**src/design/tinted_sprite_mosaic_overlay_assert.svh**
```systemverilog
// Assertion macros of the tinted sprite mosaic overlay RTL, used by tsmo_blend.
// Clocked on clk; TSMO_ASSERT is disabled by arst_n; no other dependencies.
`ifndef TINTED_SPRITE_MOSAIC_OVERLAY_ASSERT_SVH
`define TINTED_SPRITE_MOSAIC_OVERLAY_ASSERT_SVH

`ifndef NO_ASSERTIONS
// Checked only while out of reset
`define TSMO_ASSERT(lbl, prop, msg) \
	lbl: assert property (@(posedge clk) disable iff (!arst_n) prop) else $error(msg);
// Checked on every edge, reset included
`define TSMO_ASSERT_ALWAYS(lbl, prop, msg) \
	lbl: assert property (@(posedge clk) prop) else $error(msg);
`else
`define TSMO_ASSERT(lbl, prop, msg)
`define TSMO_ASSERT_ALWAYS(lbl, prop, msg)
`endif

`endif

```
**src/design/tsmo_pkg.sv**
```systemverilog
// Shared types, codes and helpers of the tinted sprite mosaic overlay.
// No dependencies; imported by every module of the block.
package tsmo_pkg;

	// Configuration register indexes
	localparam logic [1:0] CFG_FRAME_WIDTH  = 2'd0;
	localparam logic [1:0] CFG_FRAME_HEIGHT = 2'd1;
	localparam logic [1:0] CFG_TILE_SIZE    = 2'd2;

	// Register reset values
	localparam logic [11:0] FRAME_WIDTH_RST  = 12'd550;
	localparam logic [11:0] FRAME_HEIGHT_RST = 12'd500;
	localparam logic [6:0]  TILE_SIZE_RST    = 7'd7;

	// Line limit and counter widths
	localparam int MAX_LINES = 2048;
	localparam int LINE_W    = 11;
	localparam int HEIGHT_W  = 12;

	// Beat kind carried on tuser
	typedef enum logic {
		KIND_SPRITE = 1'b0,
		KIND_PIXEL  = 1'b1
	} kind_t;

	// Raster position flags of one pixel
	typedef struct packed {
		logic full_tile;   // pixel lies in a tile fully inside the frame
		logic tile_origin; // pixel is the top-left of its tile
		logic last_pixel;  // last pixel of the frame
	} pix_pos_t;

	// 8-bit add saturating at 255
	function automatic logic [7:0] sat_add8(input logic [7:0] a, input logic [7:0] b);
		logic [8:0] sum;
		sum = {1'b0, a} + {1'b0, b};
		return sum[8] ? 8'hFF : sum[7:0];
	endfunction

endpackage

```
**src/design/tsmo_raster.sv**
```systemverilog
// Raster and tile position counters of the tinted sprite mosaic overlay.
// Depends on tsmo_pkg; feeds tsmo_store addresses and tsmo_blend flags.
module tsmo_raster import tsmo_pkg::*; #(
	parameter int MAX_TILE  = 64,
	parameter int MAX_WIDTH = 2048,
	localparam int CW  = $clog2(MAX_WIDTH),
	localparam int TW  = (MAX_TILE > 1) ? $clog2(MAX_TILE) : 1,
	localparam int AW  = (MAX_TILE > 1) ? $clog2(MAX_TILE * MAX_TILE) : 1
) (
	input  logic          clk,
	input  logic          arst_n,
	input  logic          step,          // pixel beat accepted
	input  logic [11:0]   frame_width,
	input  logic [11:0]   frame_height,
	input  logic [6:0]    tile_size,
	output pix_pos_t      pos,
	output logic [CW-1:0] tile_column,
	output logic [AW-1:0] sprite_rd_addr
);

	localparam int WW   = $clog2(MAX_WIDTH + 1);
	localparam int WCMP = (WW > 12) ? WW : 12;
	localparam int PW   = TW + 1;
	localparam int TCMP = (PW > 7) ? PW : 7;
	localparam int XW   = ((CW > PW) ? CW : PW) + 1;
	localparam int YW   = ((LINE_W > PW) ? LINE_W : PW) + 1;

	logic [CW-1:0]     column_count_q;
	logic [LINE_W-1:0] line_count_q;
	logic [TW-1:0]     column_in_tile_q;
	logic [TW-1:0]     line_in_tile_q;
	logic [CW-1:0]     tile_column_q;

	logic [WCMP-1:0]     fw_x;
	logic [TCMP-1:0]     ts_x;
	logic [WW-1:0]       width_lim;
	logic [HEIGHT_W-1:0] height_lim;
	logic [PW-1:0]       ts_lim;
	logic [CW-1:0]       x0;
	logic [LINE_W-1:0]   y0;
	logic                col_wrap;
	logic                line_wrap;
	logic                cit_wrap;
	logic                lit_wrap;

	// Clamp the registers to their working ranges
	always_comb begin
		fw_x = WCMP'(frame_width);
		ts_x = TCMP'(tile_size);
		if (fw_x == '0)
			width_lim = WW'(1);
		else if (fw_x > WCMP'(MAX_WIDTH))
			width_lim = WW'(MAX_WIDTH);
		else
			width_lim = WW'(fw_x);
		if (frame_height == '0)
			height_lim = HEIGHT_W'(1);
		else if (frame_height > HEIGHT_W'(MAX_LINES))
			height_lim = HEIGHT_W'(MAX_LINES);
		else
			height_lim = frame_height;
		if (ts_x == '0)
			ts_lim = PW'(1);
		else if (ts_x > TCMP'(MAX_TILE))
			ts_lim = PW'(MAX_TILE);
		else
			ts_lim = PW'(ts_x);
	end

	// Tile tests and wrap conditions
	always_comb begin
		x0 = column_count_q - CW'(column_in_tile_q);
		y0 = line_count_q - LINE_W'(line_in_tile_q);
		pos.full_tile = (XW'(x0) + XW'(ts_lim) <= XW'(width_lim)) &&
		                (YW'(y0) + YW'(ts_lim) <= YW'(height_lim));
		pos.tile_origin = (line_in_tile_q == '0) && (column_in_tile_q == '0);
		col_wrap  = ((CW + 1)'(column_count_q) + (CW + 1)'(1)) >= (CW + 1)'(width_lim);
		line_wrap = (HEIGHT_W'(line_count_q) + HEIGHT_W'(1)) >= height_lim;
		cit_wrap  = (PW'(column_in_tile_q) + PW'(1)) >= ts_lim;
		lit_wrap  = (PW'(line_in_tile_q) + PW'(1)) >= ts_lim;
		pos.last_pixel = col_wrap && line_wrap;
	end

	// Store addresses for the current pixel
	assign tile_column    = tile_column_q;
	assign sprite_rd_addr = AW'(AW'(line_in_tile_q) * AW'(MAX_TILE) + AW'(column_in_tile_q));

	// Advance the raster position on each pixel beat
	always_ff @(posedge clk or negedge arst_n) begin
		if (!arst_n) begin
			column_count_q   <= '0;
			line_count_q     <= '0;
			column_in_tile_q <= '0;
			line_in_tile_q   <= '0;
			tile_column_q    <= '0;
		end else if (step) begin
			if (col_wrap) begin
				column_count_q   <= '0;
				column_in_tile_q <= '0;
				tile_column_q    <= '0;
				if (line_wrap) begin
					line_count_q   <= '0;
					line_in_tile_q <= '0;
				end else begin
					line_count_q   <= line_count_q + LINE_W'(1);
					line_in_tile_q <= lit_wrap ? '0 : line_in_tile_q + TW'(1);
				end
			end else begin
				column_count_q <= column_count_q + CW'(1);
				if (cit_wrap) begin
					column_in_tile_q <= '0;
					tile_column_q    <= tile_column_q + CW'(1);
				end else begin
					column_in_tile_q <= column_in_tile_q + TW'(1);
				end
			end
		end
	end

endmodule

```
**config.mk**
```make
export PLATFORM = sky130hd
export DESIGN_NAME = tsmo_raster
export DESIGN_NICKNAME = d
export VERILOG_FILES = /design/src/design/tinted_sprite_mosaic_overlay_assert.svh /design/src/design/tsmo_pkg.sv /design/src/design/tsmo_raster.sv
export SDC_FILE = /design/constraint.sdc
export NUM_CORES = 1
export LEC_CHECK = 0
export BUFFER_PORTS_ARGS = -buffer_cell sky130_fd_sc_hd__buf_2
export CELL_PAD_IN_SITES_DETAIL_PLACEMENT = 0
export CELL_PAD_IN_SITES_GLOBAL_PLACEMENT = 1
export CORE_MARGIN = 2
export CORE_UTILIZATION = 46
export DETAILED_ROUTE_END_ITERATION = 12
export GPL_ROUTABILITY_DRIVEN = 0
export PLACE_DENSITY_LB_ADDON = 0.1
export SETUP_SLACK_MARGIN = 0.1
export SLEW_MARGIN = 40
export SYNTH_ARGS = -nofsm -noshare
export SYNTH_HDL_FRONTEND = slang
export SYNTH_SLANG_ARGS = --single-unit
```
**constraint.sdc**
```tcl
create_clock -name clk -period 5 [get_ports clk]
set_input_delay 0.25 -clock clk [delete_from_list [all_inputs] [get_ports clk]]
set_output_delay 0.25 -clock clk [all_outputs]
set_load 0.01 [all_outputs]
```
==> impl_metrics.csv <==
group,metric,value,unit
outcome,outcome,"complete, no violations",
route,antenna_left,0,
power,p_per_area,653,mW/mm^2
logic_synthesis,syn_inst,679,
sta,hold_violations,0,
die,start_util,46.6,%
die,design.die.area,0.0129,mm^2
setup_path,cp.required,4.75,ns
route,num_vias,5147,
die,core,0.0119,mm^2
place,numPortBuffers,59,
clock_tree,cts_max_level,2,
sta,period_share,94.3,%
power,p_int,2.08,mW
sta,fin_crit,4.72,ns
global_routing,grt_pass1_vias,5071,
setup_path,critPathKind,"register to output pin",
setup_path,crit_path_end,"pos[2]",
logic_synthesis,syn-mean-instance-area,8.17,um^2
setup_path,crit_arrival,4.47,ns
route,first_iter_violations,231,
clock_tree,cts.clk_slew.worst_paths,0.07,ns
clock_tree,cts_tree,"yes",
setup_path,cp-end-kind,"output pin",
power,switching_power,2.07,mW
setup_path,crit_chain,"inv_1 > ha_2 > fa_2 > nor2b_2 > o21a_1 > nor2_1 > xnor2_1 > ha_1 > or3_4 > o21bai_4 > a2111oi_4 > a211oi_2 > xnor2_1 > ha_1 > nand4_1 > nor2_2 > nand2_1 > o21ai_2 > o21ai_1 > o22a_1 > buf_2",
logic_synthesis,synth_area,0.00555,mm^2
setup_path,r2r-start,"column_count_q[1]",
cells_and_area,nets,872,
clock_tree,cts-root-buf,"clkbuf_16",
sta,fmax,212,MHz
cells_and_area,area_delta_synth_final,14.8,%
global_routing,antenna_found_initial,0,
sta,setup_violations,0,
logic_synthesis,synth_fa_ha_area_share,22.9,%
place,postPlaceCellArea,0.00596,mm^2
sta,finalSetupTns,0,ns
worst_hold_path,hold_class,"input pin to async pin",
route,detail_route.wl_per_cell,17.4,um
logic_synthesis,synth_xor_area_share,7.58,%
setup_path,crit_slowest_cell,"dfrtp_2",
setup_path,r2r-end,"tile_column[0]",
route,finalWirelength,15.4,mm
route,drc,0,
clock_tree,cts_sinks,45,
setup_path,cp-startpoint,"line_count_q[0]",
power,switching_share,49.8,%
cells_and_area,antennaDiodeCount,0,
power,seqPwrFrac,14.0,%
setup_path,rr_worst_depth,12,
logic_synthesis,ys.flop_type,"dfrtp_1",
sta,finClkSkew,0.0103,ns
setup_path,start_kind,"register",
global_routing,grt_max_degree,46,
die,pin_count,60,
global_routing,grt_pass1_wl,24.8,mm
setup_path,crit_path_max_fanout,7,
sta,slew_viol_final,0,
sta,worst_slew_pin_slew,0.755,ns
clock_tree,cts_made_buffers,5,
cells_and_area,regArea,0.00114,mm^2
route,first_pass_iters,5,
logic_synthesis,synthSimpleGateAreaFrac,20.6,%
route,viasPerCell,5.81,
logic_synthesis,synth_nets,812,
sta,slew_headroom,49.5,%
flow_run,maxCapViolations,0,
logic_synthesis,async_flop_share,100,%
cells_and_area,stdcell_area,0.00636,mm^2
setup_path,critPathMaxStageDelay,0.42,ns
power,comb_power_share,78.0,%
power,p_leak,3.03,nW
cells_and_area,fillerInstances,1150,
place,hpwl,12.4,mm
clock_tree,clock_latency,0.30,ns
power,ir_worst_vdd,0.000248,V
die,fp-row-count,40,
logic_synthesis,ys_warn_count,0,
cells_and_area,multi_input_area,0.00433,mm^2
setup_path,rrSetupSlack,1.36,ns
logic_synthesis,ys_types,65,
logic_synthesis,ys_ff_latch,45,
clock_tree,clk_path_buf_depth,2,
global_routing,track_usage,24.1,%
global_routing,grt.overflow.total,0,
power,clkPwrFrac,8.0,%
die,fp.dieH,114,um
logic_synthesis,synth_compound_gate_area_share,22.9,%
sta,rsz0062_at_grt,"no",
logic_synthesis,ys_seq_area_share,20.3,%
die,die_w,114,um
logic_synthesis,synthMuxAreaShare,0.925,%
logic_synthesis,synth_top_family_by_area,"adder cells",
cells_and_area,drive_above_1_share,18.7,%
logic_synthesis,synth_edf_count,0,
==> area by class of cell <==
class,count,share of cell area [%]
clock buffer,5,1.97
inverter,48,2.83
sequential,45,17.8
timing repair buffer,72,6.17
tap,147,2.89
multi-input combinational,567,68.0
clock inverter,2,0.256
==> cell families (layout without fill, tap and decap cells) <==
kind of cell,after synthesis,after routing
AND/OR/NAND/NOR,232,232
AO/OA/AOI/OAI,183,183
adder cells (fa/ha/maj),99,99
buffers and inverters,67,127
XOR/XNOR,48,48
flip-flops,45,45
multiplexers,5,5
==> Yosys cell counts (all sizes together), types with 4 or more instances <==
cell	instances	area, um^2
ha	95	1190
nand2	75	284
inv	48	180
dfrtp	45	1130
nor2	45	169
o21ai	43	223
a21oi	33	165
xnor2	33	289
nand3	28	140
a22o	18	158
nor3	18	100
xor2	15	131
a21o	13	97.6
nand2b	11	68.8
nor4	11	83.8
and3	10	63.8
buf	10	52.6
a211oi	9	77.6
clkbuf	9	33.8
o21a	9	67.6
o211ai	8	60.1
o22ai	8	50.1
nor2b	7	43.8
o2bb2ai	7	61.3
nand4	6	37.5
a31oi	5	31.3
or3	5	31.3
a2111oi	4	47.6
a211o	4	35.0
and2	4	25.0
fa	4	80.1
mux2i	4	40.0
==> worst max-delay path: cells and delay by family, from the launching register on <==
kind / cells / cell delay [ns]
AO/OA/AOI/OAI: 7 / 1.22
XOR/XNOR: 2 / 0.27
adder cells (fa/ha/maj): 4 / 1.09
buffers and inverters: 2 / 0.20
flip-flops: 1 / 0.42
AND/OR/NAND/NOR: 6 / 0.98
==> power groups by stage <==
| stage | Combinational (mW) | Sequential [mW] | Clock (mW) |
|---|---|---|---|
| floorplan | 2.22 | 0.572 | 0 |
| global placement | 2.86 | 0.576 | 0 |
| detailed placement | 2.96 | 0.582 | 0 |
| CTS | 3.00 | 0.579 | 0.341 |
| global route | 3.65 | 0.593 | 0.350 |
| finish | 3.24 | 0.580 | 0.332 |
==> through the flow <==
stage / util, % / setup slack [ns] / std cells / power [mW] / hold slack (ns)
floorplan: - / 0.570 / 679 / 2.79 / -0.0456
CTS: 51.4 / 0.116 / 877 / 3.92 / 0.0647
finish: 53.4 / 0.284 / 886 / 4.15 / 0.0405
global placement: 50.0 / 0.321 / 869 / 3.43 / 0.383
global route: 53.4 / 0.0202 / 886 / 4.60 / 0.101
detailed placement: 50.0 / 0.206 / 869 / 3.55 / 0.386
==> flip-flops by register name, indices dropped and copies added (netlist names) <==
register / count
column_count_q: 11
line_count_q: 11
tile_column: 11
column_in_tile_q: 6
line_in_tile_q: 6
==> placed cells by master, fill, tap and decap left out, drive strengths merged, types with 3 or more instances in the layout <==
cell	instances
nor4	11
inv	48
and3	10
clkbuf	5
o21a	9
mux2i	4
a21o	13
a211oi	9
a31oi	5
ha	95
nor2b	7
buf	72
o211a	3
a21oi	33
nand2	75
xnor2	33
nor3b	3
nand2b	11
o22ai	8
nand3	28
a211o	4
or3	5
nor2	45
nor3	18
and2	4
a22o	18
fa	4
nand4	6
and4	3
o21ai	43
xor2	15
dfrtp	45
o211ai	8
o2bb2ai	7
a2111oi	4
==> what timing repair did <==
action,CTS,global route
resized for setup,10,50
endpoints found under the hold margin,0,0
buffers inserted,1,9
endpoints found under the setup margin,1,1
hold buffers,0,0
gates cloned,0,0
pin swaps,1,17
==> how the worst min path moves through the flow <==
stage	start	to	cells after the start
2_1_floorplan	arst_n	column_count_q[0]	0
3_3_place_gp	arst_n	tile_column[6]	2
3_5_place_dp	arst_n	tile_column[6]	2
4_1_cts	arst_n	tile_column[6]	2
5_1_grt	arst_n	tile_column[6]	2
6_report	arst_n	tile_column[6]	2
==> per-layer routing <==
metal,routed length (um),global-route usage [%],vias to the layer above
li1,-,-,2601
met1,6690,28.5,2462
met2,8120,45.9,70
met3,366,2.87,14
met4,209,6.50,0
met5,0,0,-
No activity file was read; power rests on OpenSTA's default activity.
