`src/design/tinted_sprite_mosaic_overlay_assert.svh`:
```
// Assertion macros of the tinted sprite mosaic overlay RTL, used by tsmo_blend.
// Clocked on clk; TSMO_ASSERT is disabled by arst_n; no other dependencies.
`ifndef TINTED_SPRITE_MOSAIC_OVERLAY_ASSERT_SVH
`define TINTED_SPRITE_MOSAIC_OVERLAY_ASSERT_SVH

`ifndef NO_ASSERTIONS
// Checked only while out of reset
`define TSMO_ASSERT(lbl, prop, msg) \
	lbl: assert property (@(posedge clk) disable iff (!arst_n) prop) else $error(msg);
// Checked on every edge, reset included
`define TSMO_ASSERT_ALWAYS(lbl, prop, msg) \
	lbl: assert property (@(posedge clk) prop) else $error(msg);
`else
`define TSMO_ASSERT(lbl, prop, msg)
`define TSMO_ASSERT_ALWAYS(lbl, prop, msg)
`endif

`endif

```
`src/design/tsmo_pkg.sv`:
```
// Shared types, codes and helpers of the tinted sprite mosaic overlay.
// No dependencies; imported by every module of the block.
package tsmo_pkg;

	// Configuration register indexes
	localparam logic [1:0] CFG_FRAME_WIDTH  = 2'd0;
	localparam logic [1:0] CFG_FRAME_HEIGHT = 2'd1;
	localparam logic [1:0] CFG_TILE_SIZE    = 2'd2;

	// Register reset values
	localparam logic [11:0] FRAME_WIDTH_RST  = 12'd550;
	localparam logic [11:0] FRAME_HEIGHT_RST = 12'd500;
	localparam logic [6:0]  TILE_SIZE_RST    = 7'd7;

	// Line limit and counter widths
	localparam int MAX_LINES = 2048;
	localparam int LINE_W    = 11;
	localparam int HEIGHT_W  = 12;

	// Beat kind carried on tuser
	typedef enum logic {
		KIND_SPRITE = 1'b0,
		KIND_PIXEL  = 1'b1
	} kind_t;

	// Raster position flags of one pixel
	typedef struct packed {
		logic full_tile;   // pixel lies in a tile fully inside the frame
		logic tile_origin; // pixel is the top-left of its tile
		logic last_pixel;  // last pixel of the frame
	} pix_pos_t;

	// 8-bit add saturating at 255
	function automatic logic [7:0] sat_add8(input logic [7:0] a, input logic [7:0] b);
		logic [8:0] sum;
		sum = {1'b0, a} + {1'b0, b};
		return sum[8] ? 8'hFF : sum[7:0];
	endfunction

endpackage

```
`src/design/tsmo_blend.sv`:
```
// Stage-1 pixel register, tint blend and output register of the overlay.
// Depends on tsmo_pkg and the assertion header; texel and tile color from tsmo_store.
`include "tinted_sprite_mosaic_overlay_assert.svh"

module tsmo_blend import tsmo_pkg::*; (
	input  logic        clk,
	input  logic        arst_n,
	input  logic        pix_take,
	input  logic [23:0] pix_color,
	input  pix_pos_t    pos,
	input  logic [31:0] sprite_texel_s1,
	input  logic [23:0] tile_color_s1,
	output logic        ready,
	input  logic        m_tready,
	output logic        m_tvalid,
	output logic [23:0] m_tdata,
	output logic        m_tlast
);

	logic        s1_valid_s1;
	logic [23:0] color_s1;
	pix_pos_t    pos_s1;
	logic        m_valid_q;
	logic [23:0] m_data_q;
	logic        m_last_q;

	logic        s1_adv;
	logic [23:0] tint;
	logic        draw;
	logic [23:0] blended;

	// Stage 1 moves when the output register is free or being drained
	assign s1_adv = s1_valid_s1 && (!m_valid_q || m_tready);
	assign ready  = !s1_valid_s1 || s1_adv;

	// Own color stands in for the tile color at the tile's top-left pixel
	always_comb begin
		tint = pos_s1.tile_origin ? color_s1 : tile_color_s1;
		draw = pos_s1.full_tile && (sprite_texel_s1[31:24] != 8'd0);
		blended = color_s1;
		if (draw) begin
			blended[7:0]   = sat_add8(sprite_texel_s1[7:0],   tint[7:0]);
			blended[15:8]  = sat_add8(sprite_texel_s1[15:8],  tint[15:8]);
			blended[23:16] = sat_add8(sprite_texel_s1[23:16], tint[23:16]);
		end
	end

	// Valid flags
	always_ff @(posedge clk or negedge arst_n) begin
		if (!arst_n) begin
			s1_valid_s1 <= 1'b0;
			m_valid_q   <= 1'b0;
		end else begin
			if (pix_take)
				s1_valid_s1 <= 1'b1;
			else if (s1_adv)
				s1_valid_s1 <= 1'b0;
			if (s1_adv)
				m_valid_q <= 1'b1;
			else if (m_tready)
				m_valid_q <= 1'b0;
		end
	end

	// Payload registers
	always_ff @(posedge clk) begin
		if (pix_take) begin
			color_s1 <= pix_color;
			pos_s1   <= pos;
		end
		if (s1_adv) begin
			m_data_q <= blended;
			m_last_q <= pos_s1.last_pixel;
		end
	end

	assign m_tvalid = m_valid_q;
	assign m_tdata  = m_data_q;
	assign m_tlast  = m_last_q;

	`TSMO_ASSERT(a_s1_holds, s1_valid_s1 && !s1_adv |=> s1_valid_s1 && $stable(color_s1), "stage 1 lost a stalled pixel")
	`TSMO_ASSERT(a_take_fills, pix_take |=> s1_valid_s1, "accepted pixel did not reach stage 1")
	`TSMO_ASSERT(a_out_source, $rose(m_valid_q) |-> $past(s1_valid_s1), "output beat without a stage 1 pixel")
	`TSMO_ASSERT_ALWAYS(a_empty_ready, !s1_valid_s1 |-> ready, "empty stage 1 not ready")

endmodule
```
`config.mk`:
```
export PLATFORM = sky130hd
export DESIGN_NAME = tsmo_blend
export DESIGN_NICKNAME = d
export VERILOG_FILES = /design/src/design/tsmo_pkg.sv /design/src/design/tsmo_blend.sv
export VERILOG_INCLUDE_DIRS = /design/src /design/src/design
export SDC_FILE = /design/constraint.sdc
export NUM_CORES = 1
export LEC_CHECK = 0
export BUFFER_PORTS_ARGS = -buffer_cell sky130_fd_sc_hd__buf_2
export CAP_MARGIN = 20
export CELL_PAD_IN_SITES_DETAIL_PLACEMENT = 0
export CELL_PAD_IN_SITES_GLOBAL_PLACEMENT = 1
export CORE_MARGIN = 2
export CORE_UTILIZATION = 40
export CTS_BUF_LIST = sky130_fd_sc_hd__clkbuf_2
export DETAILED_ROUTE_END_ITERATION = 12
export GPL_TIMING_DRIVEN = 0
export PLACE_DENSITY_LB_ADDON = 0.1
export RECOVER_POWER = 25
export SLEW_MARGIN = 20
export SYNTH_ARGS = -nofsm -noshare
export SYNTH_HDL_FRONTEND = slang
export SYNTH_SLANG_ARGS = --single-unit
```
`constraint.sdc`:
```
create_clock -name clk -period 3.5 [get_ports clk]
set_input_delay 0 -clock clk [delete_from_list [all_inputs] [get_ports clk]]
set_output_delay 0 -clock clk [all_outputs]
set_load 0.005 [all_outputs]
```
==> impl_metrics.csv, run 1 <==
group,metric,value,unit
clock_tree,cts.clk_slew.worst_paths,0.29,ns
layout,drive_gt1_frac,0.400,
pwr,power_density,372,nW/um^2
global_routing,antenna_found_initial,0,
clock_tree,cts_setup_buffers,0,
critical_path,required,3.71,ns
sta,tns,0,ns
floorplan,die_w,93.9,um
layout,area_delta_synth_final,33.7,%
drt,routed_wl,8010,um
drt,dr.pass1.iters,4,
sta,post-route-min-period,3.31,ns
place,dp.cells,469,
critical_path,critPathMaxStageDelay,0.44,ns
critical_path,crit_chain,"clkbuf_1 -> clkbuf_4 -> mux2_2 -> ha_1 -> fa_1 -> a211oi_1 -> o21bai_1 -> a21oi_1 -> o21ai_2 -> o22a_1",
drt,drt-initial-drc-count,56,
critical_path,worst_path_max_delay_cell,"fa_1",
drt,vias,2561,
status,violations,"max-capacitance violations, max-slew violations",
place,globalplace.congestion,0.793,
clock_tree,cts_buffer_depth,2,
floorplan,dieArea,8810,um^2
yosys,ys_seq_elements,54,
floorplan,boundaryPins,114,
pwr,p_leak,1.80,nW
global_routing,grt_max_degree,29,
worst_hold_path,hold_class,"input pin to flip-flop",
global_routing,grt_first_pass_wirelength,12200,um
yosys,ys_types,47,
drt,drc,0,
floorplan,die_h,93.9,um
layout,final_nets,520,
yosys,yosys_most_used_dff,"edfxtp_1",
sta,min_period_over_period,0.947,
layout,instances_no_fill,509,
layout,fillerInstances,707,
clock_tree,cts_root_buffer,"clkbuf_2",
sta,whs,0.0398,ns
clock_tree,cts_tree,"done",
layout,diodes,0,
layout,multi_input_area,1570,um^2
floorplan,fp.coreArea,7770,um^2
drt,routedWlPerCell,15.7,um
yosys,synth-seq-area-share,0.499,
place,place_worst_setup_slack,-0.270,ns
layout,final_util,0.556,
clock_tree,cts_max_level,2,
clock_tree,cts_buffers,5,
floorplan,start_util,0.416,
place,io_buffers,113,
drt,final_antenna_net_count,0,
drt,via_per_inst,5.03,
yosys,synth_area_per_cell,12.7,um^2
yosys,synth_fp_nets,368,
sta,setup_ws,0.187,ns
sta,hold_violations,0,
critical_path,setup.worst_path.end_class,"flip-flop",
clock_tree,clk_latency,0.44,ns
place,hpwl,5500,um
sta,tightest_slew,1.75,ns
global_routing,track_usage,0.181,
sta,max_slew_margin,-0.166,
yosys,async_flop_share,0.0370,
status,outcome,"finished with violations",
floorplan,rows,32,
critical_path,crit_buf_inv,2,
pwr,peakVddDrop,0.176,mV
global_routing,grt_overflow,0,
clock_tree,clock-sinks,54,
sta,rsz0062_at_grt,"false",
yosys,ys_warn_count,0,
sta,slew_violations,29,
yosys,synth_area,3230,um^2
sta,skew,0.0344,ns
yosys,synth_edf_count,52,
critical_path,path_delay_family,"compound AO/OA/AOI/OAI gates",
sta,fmaxAchievable,302,MHz
layout,regArea,1610,um^2
critical_path,critical_path_class,"flip-flop to flip-flop",
critical_path,critPathArrivalTime,3.52,ns
sta,finalSetupViolCount,0,
yosys,syn_inst,254,
global_routing,grt_pass1_vias,2527,
critical_path,cp-start-kind,"flip-flop",
critical_path,path_max_fanout,10,
flow_run,drv_cap,1,
==> what timing repair did <==
item | 4_1_cts | 5_1_grt
hold buffers | 32 | 0
endpoints found under the hold margin | 33 | 0
gates resized for setup | 3 | 4
setup endpoints to repair | 12 | 15
==> state kept, by name, summed over array words and instances, names as in the netlist <==
signal,flops
s1_valid_s1,1
m_tlast,1
m_tdata,24
pos_s1,3
color_s1,24
m_tvalid,1
==> cells by family after synthesis <==
group,share of synthesized area
XOR/XNOR,0.0380
AND/OR/NAND/NOR,0.0802
multiplexers,0.0976
adder cells (fa/ha/maj),0.112
flip-flops,0.499
AO/OA/AOI/OAI,0.150
buffers and inverters,0.0240
==> per-layer routing <==
layer | wire length (um) | up-vias | global-route usage
met4 | 38 | 0 | 0.0362
met5 | 0 | - | 0
li1 | - | 1289 | -
met2 | 4010 | 71 | 0.336
met1 | 3630 | 1199 | 0.222
met3 | 331 | 2 | 0.0281
==> worst min-delay path, delay by kind of cell <==
family	cells	cell delay [ns]
buffers and inverters	1	0.10
adders and majority gates	1	0.18
AOI/OAI and AO/OA	1	0.12
==> worst paths after layout <==
check | startpoint | end | slack (ns) | cells after the start
max | pos_s1[1] | m_tdata[18] | 0.19 | 10
min | sprite_texel_s1[17] | m_tdata[17] | 0.04 | 3
max reg2reg | pos_s1[1] | m_tdata[18] | 0.19 | 10
min reg2reg | pos_s1[0] | m_tlast | 0.47 | 0
max in group asynchronous | arst_n | s1_valid_s1 | 3.00 | 3
min in group asynchronous | arst_n | m_tvalid | 0.38 | 3
==> synthesized netlist by cell type, types with 2 or more instances <==
cell       n  area share
nand3_1    2      0.0031
a211oi_2   2      0.0077
a31oi_1   14       0.027
nor2b_1    2      0.0039
nand2b_1   4      0.0077
o21bai_1   3      0.0070
a211oi_1   3      0.0070
buf_6      2      0.0070
ha_1      24       0.093
o22a_1     4       0.011
a21o_1     5       0.012
o211ai_1   2      0.0046
nand2_1    3      0.0035
o22a_2     3      0.0093
edfxtp_1  52        0.48
dfrtp_1    2       0.015
xor2_1     6       0.016
nor3_1     5      0.0077
clkbuf_1   4      0.0046
fa_1       3       0.019
and2_1     2      0.0039
o21ai_0    4      0.0062
nor2_1    28       0.033
xnor2_1    8       0.022
a21oi_1   17       0.026
mux2_2    24       0.084
or4_4      2      0.0070
mux2i_1    3      0.0093
inv_1      3      0.0035
==> per-stage QoR <==
stage          total power, mW  area, um^2
2_1_floorplan             1.16        3230
3_3_place_gp              1.32        3920
3_5_place_dp              1.33        3930
4_1_cts                   1.61        4290
5_1_grt                   1.71        4320
6_report                  1.61        4320
==> report_power, final <==
group	switching, mW	internal, mW
registers	0.0206	0.790
clock network	0.201	0.0533
logic	0.269	0.272
==> cells in the final DEF (no fill, tap or decap), drive strengths merged, types with 2 or more instances in the layout <==
| cell type | n |
|---|---|
| nor2 | 28 |
| a21oi | 18 |
| nor2b | 2 |
| nor3 | 5 |
| nand2 | 3 |
| fa | 3 |
| mux2 | 25 |
| a211oi | 5 |
| edfxtp | 52 |
| a2111oi | 2 |
| clkbuf | 12 |
| o211ai | 2 |
| or4 | 2 |
| nand2b | 4 |
| nand3 | 2 |
| xor2 | 6 |
| dfrtp | 2 |
| a21o | 5 |
| xnor2 | 8 |
| o21bai | 3 |
| buf | 115 |
| a31oi | 14 |
| and2 | 2 |
| ha | 24 |
| o21ai | 6 |
| inv | 4 |
| mux2i | 3 |
| dlygate4sd3 | 32 |
| o22a | 7 |
==> cell type report <==
cell class | instances | share of cell area
clock inverter | 2 | 0.00290
inverter | 3 | 0.00261
tap | 102 | 0.0296
timing repair buffer | 145 | 0.205
sequential | 54 | 0.373
multi-input combinational | 189 | 0.363
clock buffer | 6 | 0.00695
buffer | 8 | 0.0171
(Power assumes the default switching activity.)
==> run 2, diff against run 1 <==
--- a/config.mk
+++ b/config.mk
@@ -6,12 +6,13 @@
 export SDC_FILE = /design/constraint.sdc
 export NUM_CORES = 1
 export LEC_CHECK = 0
+export ABC_AREA = 1
 export BUFFER_PORTS_ARGS = -buffer_cell sky130_fd_sc_hd__buf_2
 export CAP_MARGIN = 20
 export CELL_PAD_IN_SITES_DETAIL_PLACEMENT = 0
 export CELL_PAD_IN_SITES_GLOBAL_PLACEMENT = 1
 export CORE_MARGIN = 2
-export CORE_UTILIZATION = 40
+export CORE_UTILIZATION = 38
 export CTS_BUF_LIST = sky130_fd_sc_hd__clkbuf_2
 export DETAILED_ROUTE_END_ITERATION = 12
 export GPL_TIMING_DRIVEN = 0
==> run 2 against run 1 <==
Net effect:
- the flow still finishes with violations (max-capacitance violations, max-slew violations)
- final cell count grew 27%
- core utilization fell by 3.3 points
- first-iteration DRC count grew 1.8%
- flip-flop and latch count unchanged
==> impl_metrics.csv, run 2 <==
group,metric,value,unit
status,outcome,"finished with violations",
status,violations,"max-capacitance violations, max-slew violations",
sta,finalSetupViolCount,0,
global_routing,grt_pass1_vias,2996,
critical_path,worst_path_max_delay_cell,"fa_1",
layout,drive_gt1_frac,0.279,
clock_tree,cts_buffers,5,
layout,layout_commonest_cell,"buf_2",
clock_tree,cts_hold_buf,33,
yosys,ys_top_cells_by_area,"edfxtp_1, nand2_1, ha_1",
clock_tree,cts_buffer_depth,2,
floorplan,die_w,98.5,um
layout,area_delta_synth_final,33.6,%
yosys,yosysTopAreaCellShare,0.460,
critical_path,crit_chain,"clkbuf_1 -> buf_2 -> mux2_2 -> ha_1 -> fa_1 -> nand3_1 -> nand2_1 -> a21oi_2 -> nand3_1 -> nand2_1 -> nand2_1",
yosys,synth_largest_area_cell,"edfxtp_1",
yosys,synth_area_per_cell,8.89,um^2
layout,diodes,0,
yosys,synth_compound_area_frac,0.0575,
sta,slew_violations,29,
floorplan,dieArea,9710,um^2
critical_path,cp-start-kind,"flip-flop",
critical_path,critical_path_class,"flip-flop to flip-flop",
layout,design_area,4540,um^2
clock_tree,clk_latency,0.46,ns
drt,final_antenna_net_count,0,
floorplan,rows,34,
critical_path,critPathMaxStageDelay,0.41,ns
critical_path,path_max_fanout,10,
critical_path,critPathArrivalTime,3.30,ns
yosys,synth-seq-area-share,0.475,
pwr,power_density,379,nW/um^2
critical_path,setup.worst_path.end_class,"flip-flop",
critical_path,required,3.77,ns
critical_path,crit_buf_inv,2,
flow_run,drv_cap,1,
yosys,synth_edf_count,52,
drt,dr.pass1.iters,4,
critical_path,cp_common_cell,"nand2_1",
place,placed_area,4130,um^2
layout,final_nets,650,
drt,routedWlPerCell,13.5,um
yosys,synth_top_family_by_area,"simple AND/OR/NAND/NOR gates",
floorplan,fp.coreArea,8680,um^2
global_routing,grt_overflow,0,
global_routing,grt_max_degree,29,
drt,via_per_inst,4.62,
floorplan,die_h,98.5,um
yosys,ys_seq_elements,54,
worst_hold_path,hold_class,"input pin to flip-flop",
clock_tree,cts.clk_slew.worst_paths,0.31,ns
global_routing,antenna_found_initial,0,
yosys,synthAdderAreaFrac,0.106,
yosys,synth-xor-area-share,0.0206,
sta,skew,0.0240,ns
clock_tree,cts_setup_buffers,0,
sta,rsz0062_at_grt,"false",
drt,drt-initial-drc-count,57,
sta,hold_violations,0,
sta,post-route-min-period,3.03,ns
yosys,yosysMostFrequentCell,"nand2_1",
place,hpwl,6430,um
sta,tns,0,ns
sta,fmaxAchievable,330,MHz
drt,routed_wl,8730,um
critical_path,path_delay_family,"adder cells",
floorplan,start_util,0.391,
clock_tree,cts_tree,"done",
yosys,ys_warn_count,0,
global_routing,track_usage,0.187,
yosys,ys_types,27,
place,globalplace.congestion,0.778,
yosys,async_flop_share,0.0370,
yosys,yosys.area_share.simple,0.218,
yosys,yosys_most_used_dff,"edfxtp_1",
clock_tree,cts_max_level,2,
yosys,synth_area,3390,um^2
yosys,synth_fp_nets,496,
drt,vias,2981,
clock_tree,cts_root_buffer,"clkbuf_2",
sta,max_slew_margin,-0.172,
pwr,peakVddDrop,0.180,mV
sta,min_period_over_period,0.865,
yosys,syn_inst,382,
clock_tree,cts_resized,0,
layout,layout_common_cells,"buf_2, nand2_1, edfxtp_1",
place,io_buffers,113,
yosys,netlist_top_cells_count,"nand2_1, edfxtp_1, inv_1",
pwr,p_leak,2.24,nW
drt,drc,0,
yosys,synthMuxAreaShare,0.0531,
sta,tightest_slew,1.76,ns
clock_tree,clock-sinks,54,
global_routing,grt_first_pass_wirelength,14300,um
floorplan,boundaryPins,114,
run 2: cell count changes after synthesis, moves of 5 or more:
cell / previous run / this run
mux2_2: 24 / 16
inv_1: 3 / 50
a31oi_1: 14 / 4
a21oi_1: 17 / 23
nand3_1: 2 / 27
nor3_1: 5 / 0
nor2_1: 28 / 37
a21o_1: 5 / 0
nand2_1: 3 / 114
o21ai_1: 0 / 5
run 2: kinds of logic after synthesis:
kind of cell / after synthesis
mux: 16
fa+ha+maj: 27
simple gates: 183
buf+inv: 59
flops: 54
xor+xnor: 8
compound gates: 35
run 2: final cells by class:
| cell class | count | area [um^2] |
|---|---|---|
| fill | 860 | 4140 |
| sequential | 54 | 1610 |
| multi-input combinational | 269 | 1560 |
| timing repair buffer | 147 | 922 |
| inverter | 51 | 191 |
| tap | 108 | 135 |
| clock inverter | 3 | 47.5 |
| buffer | 8 | 46.3 |
| clock buffer | 5 | 25.0 |
run 2: power by group:
part | internal [mW] | leakage, nW | total [mW] | switching (mW)
sequential | 0.791 | 0.522 | 0.813 | 0.0221
combinational | 0.254 | 1.68 | 0.562 | 0.308
clock | 0.125 | 0.0436 | 0.344 | 0.219
total | 1.17 | 2.24 | 1.72 | 0.549
run 2: worst min-delay path, cell delays in order:
cell	delay [ns]
buf_2	0.11
fa_1	0.16
nor2_1	0.04
a21oi_1	0.11
run 2: layer usage:
layer	track usage	vias up	wire [um]
met5	0	-	0
met4	0.0379	0	76
met3	0.0340	6	378
met2	0.328	74	4290
met1	0.242	1336	3980
li1	-	1565	-
run 2: final timing paths:
| check | start | endpoint | slack, ns | depth (start not counted) |
|---|---|---|---|---|
| min in group asynchronous | arst_n | m_tvalid | 0.35 | 3 |
| setup / recovery | pos_s1[1] | m_tdata[14] | 0.47 | 11 |
| hold / removal | sprite_texel_s1[9] | m_tdata[9] | 0.05 | 4 |
| hold reg to reg | pos_s1[0] | m_tlast | 0.47 | 0 |
| setup reg to reg | pos_s1[1] | m_tdata[14] | 0.47 | 11 |
| max in group asynchronous | arst_n | s1_valid_s1 | 3.04 | 3 |
run 2: metrics by stage:
| stage | utilization | hold WS (ns) | power, mW | std cells | worst slack (ns) |
|---|---|---|---|---|---|
| floorplan | - | -0.296 | 1.18 | 382 | 0.970 |
| global placement | 0.472 | -0.214 | 1.35 | 603 | 0.458 |
| detailed placement | 0.476 | -0.211 | 1.37 | 604 | 0.486 |
| CTS | 0.523 | 0.0141 | 1.74 | 645 | 0.438 |
| global route | 0.523 | 0.0471 | 1.86 | 645 | 0.251 |
| finish | 0.523 | 0.0483 | 1.72 | 645 | 0.472 |
==> run 3, diff against run 2 <==
--- a/config.mk
+++ b/config.mk
@@ -12,7 +12,7 @@
 export CELL_PAD_IN_SITES_DETAIL_PLACEMENT = 0
 export CELL_PAD_IN_SITES_GLOBAL_PLACEMENT = 1
 export CORE_MARGIN = 2
-export CORE_UTILIZATION = 38
+export CORE_UTILIZATION = 35
 export CTS_BUF_LIST = sky130_fd_sc_hd__clkbuf_2
 export DETAILED_ROUTE_END_ITERATION = 12
 export GPL_TIMING_DRIVEN = 0
==> constraint.sdc (replaced) <==
create_clock -name clk -period 2.5 [get_ports clk]
set_input_delay 0 -clock clk [delete_from_list [all_inputs] [get_ports clk]]
set_output_delay 0 -clock clk [all_outputs]
set_load 0.005 [all_outputs]
==> run 3 against run 2 <==
Net effect:
- the flow still finishes with violations (max-capacitance violations, max-slew violations)
- sequential share of layout area fell by 2.1 points
- setup slack got worse by 0.44 ns
- routed wire length grew 3.5%
- maximum frequency up 23%
- total power grew 46%
- global-route usage decreased by 1.3 points
- final cell count rose by 5.0%
- combinational power increased by 61%
- non-clock buffer count grew 11
- critical path type unchanged
==> impl_metrics.csv, run 3 (synthesized netlist as in run 2, its figures left out) <==
group,metric,value,unit
status,outcome,"finished with violations",
status,violations,"max-capacitance violations, max-slew violations",
global_routing,grt_pass1_vias,2863,
pwr,swShare,0.320,
pwr,power_density,522,nW/um^2
sta,slew_violations,29,
place,dp.cells,625,
drt,routed_wl,9040,um
critical_path,critPathArrivalTime,2.74,ns
sta,hold_violations,0,
global_routing,antenna_found_initial,0,
drt,routedWlPerCell,13.3,um
pwr,finalPower,2.52,mW
critical_path,r2r-start,"pos_s1[1]",
layout,design_area,4820,um^2
floorplan,rows,35,
floorplan,die_h,102,um
sta,max_slew_margin,-0.233,
clock_tree,cts_buffer_depth,2,
floorplan,dieArea,10500,um^2
pwr,p_leak,2.33,nW
global_routing,track_usage,0.174,
critical_path,cp_common_cell,"nand2_1",
clock_tree,cts.clk_slew.worst_paths,0.28,ns
clock_tree,clk_latency,0.48,ns
drt,final_antenna_net_count,0,
global_routing,grt_first_pass_wirelength,13600,um
place,io_buffers,113,
critical_path,crit_chain,"buf_6 -> mux2_2 -> ha_4 -> fa_2 -> nand3_2 -> nand2_4 -> a21oi_4 -> nand3_1 -> nand2_1 -> nand2_1",
worst_hold_path,hold_class,"input pin to flip-flop",
sta,skew,0.0191,ns
clock_tree,cts_buffers,5,
drt,drt-initial-drc-count,70,
pwr,switchingPower,805,uW
clock_tree,clock-sinks,54,
drt,drc,0,
drt,dr.pass1.iters,5,
critical_path,path_max_fanout,6,
place,placed_area,4170,um^2
floorplan,fp.coreArea,9330,um^2
clock_tree,cts_root_buffer,"clkbuf_2",
critical_path,startpoint,"pos_s1[1]",
global_routing,grt_max_degree,29,
critical_path,reg2reg_depth,10,
sta,post-route-min-period,2.47,ns
sta,rsz0062_at_grt,"true",
clock_tree,cts_max_level,2,
sta,fmaxAchievable,406,MHz
layout,area_delta_synth_final,42.0,%
place,globalplace.congestion,0.799,
critical_path,required,2.77,ns
sta,min_period_over_period,0.986,
clock_tree,cts_tree,"done",
pwr,p_int,1.71,mW
critical_path,setup.worst_path.end_class,"flip-flop",
critical_path,critical_path_depth,10,
global_routing,grt_overflow,0,
sta,finalSetupViolCount,0,
critical_path,critical_path_class,"flip-flop to flip-flop",
layout,instances_no_fill,677,
worst_hold_path,hold_start,"sprite_texel_s1[1]",
critical_path,cp-start-kind,"flip-flop",
drt,via_per_inst,4.48,
flow_run,drv_cap,1,
layout,layout_common_cells,"buf_2, nand2_1, edfxtp_1",
pwr,p_seq_frac,0.452,
sta,tns,0,ns
layout,drive_gt1_frac,0.334,
pwr,peakVddDrop,0.226,mV
drt,vias,3034,
layout,layout_commonest_cell,"buf_2",
floorplan,die_w,102,um
floorplan,start_util,0.364,
layout,diodes,0,
place,hpwl,6470,um
floorplan,boundaryPins,114,
sta,tightest_slew,1.85,ns
worst_hold_path,holdPathStages,4,
critical_path,worst_path_max_delay_cell,"edfxtp_1",
pwr,pwr-share-clk,0.189,
critical_path,critPathMaxStageDelay,0.54,ns
critical_path,crit_buf_inv,1,
critical_path,path_delay_family,"flip-flops",
layout,final_nets,661,
pwr,comb_power_share,0.359,
run 3: changes by cell type in the layout (fill, tap and decap cells not counted), moves of 3 or more:
cell     change
buf_4        +7
buf_6        +7
fa_1         -3
fa_2         +3
ha_1         -6
ha_4         +6
nand2_1      -5
nand2_2      +4
nand3_1      -5
nand3_2      +5
run 3: what timing repair did:
item | CTS | global route
setup endpoints to repair | 24 | 21
buffers inserted | 8 | 4
pin swaps | 4 | 10
gates resized for setup | 19 | 18
hold buffers | 33 | 0
hold endpoints to repair | 34 | 0
run 3: cell type report:
class / instances / area [um^2]
Fill cell: 889 / 4510
Buffer: 7 / 56.3
Clock buffer: 6 / 30.0
Clock inverter: 2 / 37.5
Multi-Input combinational cell: 269 / 1700
Tap cell: 129 / 161
Sequential cell: 54 / 1610
Timing Repair Buffer: 159 / 1030
Inverter: 51 / 191
run 3: final timing paths:
| kind | slack, ns | to |
|---|---|---|
| min | 0.08 | m_tdata[1] |
| min in group asynchronous | 0.34 | m_tvalid |
| max reg2reg | 0.03 | m_tdata[13] |
| max in group asynchronous | 2.05 | s1_valid_s1 |
| min reg2reg | 0.46 | m_tlast |
| max | 0.03 | m_tdata[13] |
run 3: worst register-to-register path, cell delays in order, from the launching register on:
cell	delay, ns
edfxtp_1	0.54
buf_6	0.17
mux2_2	0.36
ha_4	0.17
fa_2	0.37
nand3_2	0.11
nand2_4	0.07
a21oi_4	0.25
nand3_1	0.11
nand2_1	0.07
nand2_1	0.05
run 3: routing by layer:
metal	global-route usage	routed length (um)
met2	0.291	4340
met3	0.0349	414
met5	0	0
met4	0.0369	76
met1	0.235	4200
run 3: metrics by stage:
step,hold slack (ns),setup slack (ns),util
after global placement,-0.213,-0.542,0.443
after detailed placement,-0.213,-0.431,0.447
final,0.0764,0.0341,0.517
after global routing,0.0425,-0.0816,0.517
after floorplan,-0.296,0.00729,-
after CTS,0.00461,-0.00427,0.503
run 3: power groups by stage:
stage | sequential (mW) | clock [mW] | combinational [mW]
detailed placement | 1.16 | 0 | 0.761
global placement | 1.16 | 0 | 0.741
global route | 1.15 | 0.526 | 1.03
CTS | 1.14 | 0.494 | 0.858
floorplan | 1.16 | 0 | 0.490
finish | 1.14 | 0.475 | 0.904
